<file path="src/sv/tfn_pkg.sv">
// ----------------------------------------------------------------------------
// tfn_pkg - shared widths and types for the triangle face normal pipeline
// Widths of the edge, product, cross, scaling, root and quotient datapaths,
// and the sideband structs that travel with an item through the stages.
// ----------------------------------------------------------------------------
`default_nettype none

package tfn_pkg;

  localparam int unsigned CoordW  = 32;  // Q16.16 vertex coordinate
  localparam int unsigned EdgeW   = 33;  // exact coordinate difference
  localparam int unsigned ProdW   = 64;  // product of an e1 and an e0 magnitude
  localparam int unsigned CrossW  = 65;  // cross component magnitude
  localparam int unsigned IndexW  = 24;  // vertex index
  localparam int unsigned ScaleW  = 31;  // normalized magnitude
  localparam int unsigned SumW    = 64;  // sum of squared magnitudes
  localparam int unsigned RootW   = 32;  // integer square root
  localparam int unsigned QuotW   = 15;  // Q1.14 magnitude quotient
  localparam int unsigned NormW   = 16;  // signed Q1.14 output

  typedef struct packed {
    logic [IndexW-1:0] idx_a;
    logic [IndexW-1:0] idx_b;
    logic [IndexW-1:0] idx_c;
  } tfn_idx_t;

  // Everything the back end needs besides the length: indices, signs,
  // the degenerate mark and the scaled magnitudes.
  typedef struct packed {
    tfn_idx_t                idx;
    logic [2:0]              neg;
    logic                    degen;
    logic [2:0][ScaleW-1:0]  mag;
  } tfn_carry_t;

endpackage

`default_nettype wire

</file>
<file path="src/sv/tfn_isqrt.sv">
// ----------------------------------------------------------------------------
// tfn_isqrt - pipelined integer square root
// Digit-by-digit restoring root of a 64-bit radicand, two root bits per
// stage over sixteen stages.
// ----------------------------------------------------------------------------
`default_nettype none

module tfn_isqrt (
  input  logic                          clk,
  input  logic                          rst_n,
  input  logic                          en,
  input  logic                          in_valid,
  input  logic [tfn_pkg::SumW-1:0]      in_sum,
  input  tfn_pkg::tfn_carry_t           in_carry,
  output logic                          out_valid,
  output logic [tfn_pkg::RootW-1:0]     out_root,
  output tfn_pkg::tfn_carry_t           out_carry
);

  localparam int unsigned SumW   = tfn_pkg::SumW;
  localparam int unsigned RootW  = tfn_pkg::RootW;
  localparam int unsigned RemW   = RootW + 3;
  localparam int unsigned Stages = SumW / 4;

  typedef struct packed {
    logic [RemW-1:0]  rem;
    logic [RootW-1:0] root;
  } sqrt_st_t;

  function automatic sqrt_st_t sqrt_step(input sqrt_st_t cur, input logic [1:0] pair);
    sqrt_st_t        res;
    logic [RemW-1:0] acc;
    logic [RemW-1:0] trial;
    acc   = {cur.rem[RemW-3:0], pair};
    trial = RemW'({cur.root, 2'b01});
    if (acc >= trial) begin
      res.rem  = acc - trial;
      res.root = {cur.root[RootW-2:0], 1'b1};
    end else begin
      res.rem  = acc;
      res.root = {cur.root[RootW-2:0], 1'b0};
    end
    return res;
  endfunction

  logic [Stages-1:0]    v_r;
  sqrt_st_t             st_r [Stages];
  logic [SumW-1:0]      s_r  [Stages];
  tfn_pkg::tfn_carry_t  c_r  [Stages];

  for (genvar g = 0; g < Stages; g++) begin : g_stage
    sqrt_st_t            prev;
    sqrt_st_t            mid;
    sqrt_st_t            st_nxt;
    logic [SumW-1:0]     s_prev;
    logic                v_prev;
    tfn_pkg::tfn_carry_t c_prev;

    if (g == 0) begin : g_head
      assign prev   = '0;
      assign s_prev = in_sum;
      assign v_prev = in_valid;
      assign c_prev = in_carry;
    end else begin : g_body
      assign prev   = st_r[g-1];
      assign s_prev = s_r[g-1];
      assign v_prev = v_r[g-1];
      assign c_prev = c_r[g-1];
    end

    // two radicand bit pairs, most significant first
    assign mid    = sqrt_step(prev, s_prev[SumW-1-4*g -: 2]);
    assign st_nxt = sqrt_step(mid, s_prev[SumW-3-4*g -: 2]);

    always_ff @(posedge clk) begin
      if (!rst_n) begin
        v_r[g] <= 1'b0;
      end else if (en) begin
        v_r[g] <= v_prev;
      end
    end

    always_ff @(posedge clk) begin
      if (en) begin
        st_r[g] <= st_nxt;
        s_r[g]  <= s_prev;
        c_r[g]  <= c_prev;
      end
    end
  end

  assign out_valid = v_r[Stages-1];
  assign out_root  = st_r[Stages-1].root;
  assign out_carry = c_r[Stages-1];

endmodule

`default_nettype wire

</file>
<file path="config.mk">
export PLATFORM = sky130hd
export DESIGN_NAME = tfn_isqrt
export DESIGN_NICKNAME = d
export VERILOG_FILES = /design/src/sv/tfn_pkg.sv /design/src/sv/tfn_isqrt.sv
export SDC_FILE = /design/constraint.sdc
export NUM_CORES = 2
export LEC_CHECK = 0
export ABC_AREA = 1
export BUFFER_PORTS_ARGS = -buffer_cell sky130_fd_sc_hd__buf_2
export CAP_MARGIN = 20
export CORE_UTILIZATION = 50
export CTS_CLUSTER_SIZE = 8
export DETAILED_ROUTE_END_ITERATION = 8
export PLACE_DENSITY = 0.72
export SLEW_MARGIN = 20
export SYNTH_ARGS = -nofsm -noshare
export SYNTH_HDL_FRONTEND = slang
export SYNTH_MEMORY_MAX_BITS = 65536
export SYNTH_SLANG_ARGS = --single-unit
</file>
<file path="constraint.sdc">
create_clock -name clk -period 4.1 [get_ports clk]
set_input_delay 0.41 -clock clk [delete_from_list [all_inputs] [get_ports clk]]
set_output_delay 0.41 -clock clk [all_outputs]
set_load 0.05 [all_outputs]
</file>
==> impl_metrics.toml <==
[setup_path]
cp_max_delay_cell = "sky130_fd_sc_hd__edfxtp_1"
critPathMaxFanout = 7
critical_path_max_stage_delay_ns = 0.46
critPathCaptureType = "flip-flop"
worst-setup-path-type = "reg -> reg"
startpoint_type = "flip-flop"
worstPathRequired_ns = 4.92
worst_ep_arrival_time_ns = 5.54

[final_layout]
layout.core_utilization_pct = 69.9
fraction_of_layout_cells_with_a_size_suffix_above_1_pct = 36.8
area_growth_from_synthesis_to_layout_pct = 39.2
design.final.nets = 20600

[synth]
number_of_storage_elements_in_the_synthesis_netlist = 3945
ys_dominant_reg_cell = "sky130_fd_sc_hd__edfxtp_1"
syn_area_sq_um = 174000
post_synth_inst_count = 14900
synth-seq-area-share_pct = 68.0
number_of_enable_flip_flop_cells_after_synthesis = 3929
ys_async_sr_fraction_pct = 0
average_instance_area_after_synthesis_sq_um = 11.7
yosys_warnings = 0
synth_cell_type_count = 69

[min_path]
hold_path.class = "in -> reg"

[detailed_routing]
number_of_antenna_violating_nets_in_the_routed_design = 0
detailedRoute.firstIterationViolations = 11000
drtPass1Iterations = 6
drt_wl_total_mm = 534
drcViolationCount = 0
wl_per_cell_microns = 21.8
ratio_of_routed_vias_to_standard_cells = 5.28
detailroute.via_count = 129000

[cts]
numCtsBuffers = 570
clkSlewWorstSetupHoldPaths_ns = 0.05
htree_num_levels = 6
worst_skew_pair.late_latency_ns = 1.04
clk_path_buf_depth = 4
cts.sink_count = 3945
cts_tree = "done"
clock_tree.root_cell = "sky130_fd_sc_hd__clkbuf_16"

[timing]
max_freq_ghz = 0.212
hold_ws_ns = 0.0870
timing.final.max_slew_violations = 0
fin_crit_ns = 4.72
finalCritPeriodShare_pct = 115
finalHoldViolCount = 0
fin_skew_ns = 0.105
slew_headroom_pct = 28.6
worst_slew_pin_tran_ns = 1.07
setup_ws_ns = -0.617
finalSetupViolCount = 239
rsz_0062_raised_after_global_routing = "yes"

[power]
max-vdd-ir-drop_v = 0.000549
p_per_area_nw_per_um2 = 643
leakage_nw = 99.7

[placement]
place.detailed.hpwl_mm = 351
dp_worst_setup_slack_ns = -1.31
gpl_congestion = 0.989
numPortBuffers = 438

[grt]
grt_pass1_wl_mm = 749
grt_pass1_vias = 127000
grt_antenna_before_repair = 21
overflow = 0
grt_util_all_layers_pct = 28.3
largest_net_degree_at_the_start_of_global_routing = 136

[outcome]
violations_in_the_final_reports = "setup timing"
status = "complete, but fails checks"

[die]
dieHeight_microns = 592
num_io_pins = 439
design.die.area_sq_um = 350000
chipWidth_microns = 592
core_sq_um = 346000
placementRows = 216
initial_utilization_pct = 50.3

[flow_run]
maxCapViolations = 0
cell usage after synthesis, drive strengths merged (42+ instances only):
cell    number  area share (%)
a21o        42            0.18
a21oi      746             2.3
buf        256             1.1
clkbuf      52            0.11
edfxtp    3929              68
ha         557             4.0
inv       1698             3.7
nand2     3389             7.4
nand3      805             2.4
nand3b      42            0.18
nand4      205            0.74
nor2      1382             3.2
nor3       172            0.51
o21a        47            0.20
o21ai      765             2.2
o21bai      60            0.26
xnor2      280             1.4
xor2       239             1.2
sequential cells by signal, summed over array words and instances (netlist names):
signal	count
g_stage.v_prev	15
c_r	2704
st_r	745
out_valid	1
s_r	480
power breakdown:
| group | total (W) | switching, W | internal, W |
|---|---|---|---|
| registers | 0.0518 | 0.00246 | 0.0493 |
| logic | 0.0609 | 0.0325 | 0.0284 |
| clock network | 0.0430 | 0.0179 | 0.0251 |
| total | 0.156 | 0.0528 | 0.103 |
critical path: cells and delay by family, from the launching register on:
family,cells,cell delay [ns]
simple gates,15,2.17
buf+inv,10,1.04
fa+ha+maj,2,0.64
flops,1,0.46
compound gates,2,0.21
layer usage:
layer  global-route usage, %  routed length [microns]
met3                    4.21                    31400
met4                    12.3                    28800
met2                    49.1                   264000
met1                    35.4                   209000
met5                       0                      102
layout make-up:
cell class,instances,area (sq um)
diodes,10,25.0
clock buffers,592,14400
clock inverters,75,1390
fillers,23800,104000
inverters,1706,6570
multi-input cells,8956,58700
flip-flops and latches,3945,118000
well taps,4578,5730
repair buffers,4584,37000
repair inverters,4,40.0
layout by cell type (no fill, tap or decap), drive strengths merged, types with 3 or more instances in the layout:
| cell | n |
|---|---|
| ha | 557 |
| and3 | 13 |
| nand2 | 3390 |
| nand2b | 3 |
| or2 | 32 |
| o221a | 3 |
| nor4 | 41 |
| dfxtp | 16 |
| nor3b | 8 |
| and2 | 17 |
| diode | 10 |
| a21oi | 746 |
| o31a | 4 |
| a31oi | 26 |
| inv | 1716 |
| o21bai | 60 |
| nand3 | 805 |
| dlygate4sd3 | 239 |
| clkbuf | 630 |
| a21o | 42 |
| a31o | 6 |
| nor3 | 172 |
| a21boi | 22 |
| xnor2 | 280 |
| o21ai | 765 |
| clkinv | 67 |
| o31ai | 6 |
| nand4 | 205 |
| o21a | 47 |
| nor2 | 1385 |
| conb | 3 |
| buf | 4307 |
| a211oi | 12 |
| edfxtp | 3929 |
| xor2 | 239 |
| o211ai | 13 |
| nand3b | 42 |
final timing paths:
path                 from            to  slack [ns]  cells after the start
max reg2reg  st_r[1][378]  st_r[1][459]       -0.62                     29
max          st_r[1][378]  st_r[1][459]       -0.62                     29
min          in_carry[42]    c_r[0][42]        0.09                      2
min reg2reg   c_r[1][638]   c_r[1][807]        0.35                      0
logic make-up (layout without fill, tap and decap cells):
logic type	Yosys count	after routing	share of synthesized area, %
AND/OR/NAND/NOR	6112	6116	14.9
flip-flops	3945	3945	68.0
buffers and inverters	2014	6961	4.94
AO/OA/AOI/OAI	1761	1761	5.57
adder cells (fa/ha/maj)	557	557	4.01
XOR/XNOR	519	519	2.62
other	1	13	0.00216
timing repair:
action / 4_1_cts / 5_1_grt
resized for setup: 978 / 2162
hold buffers: 239 / 0
cloned: 20 / 54
endpoints found under the hold margin: 266 / 0
endpoints found under the setup margin: 438 / 445
buffers inserted: 253 / 392
pin swaps: 224 / 621
through the flow:
step                      total power [W]  instances  cell area [sq um]  TNS [ns]
final                               0.156      24500             242000    -58.20
after global routing                0.162      24400             242000    -93.58
after CTS                           0.147      24000             229000    -57.29
after detailed placement           0.0989      22800             205000   -220.97
after global placement             0.0987      22800             205000   -212.77
after floorplan                    0.0741      14900             174000         0
No activity file was read; power rests on OpenSTA's default activity.
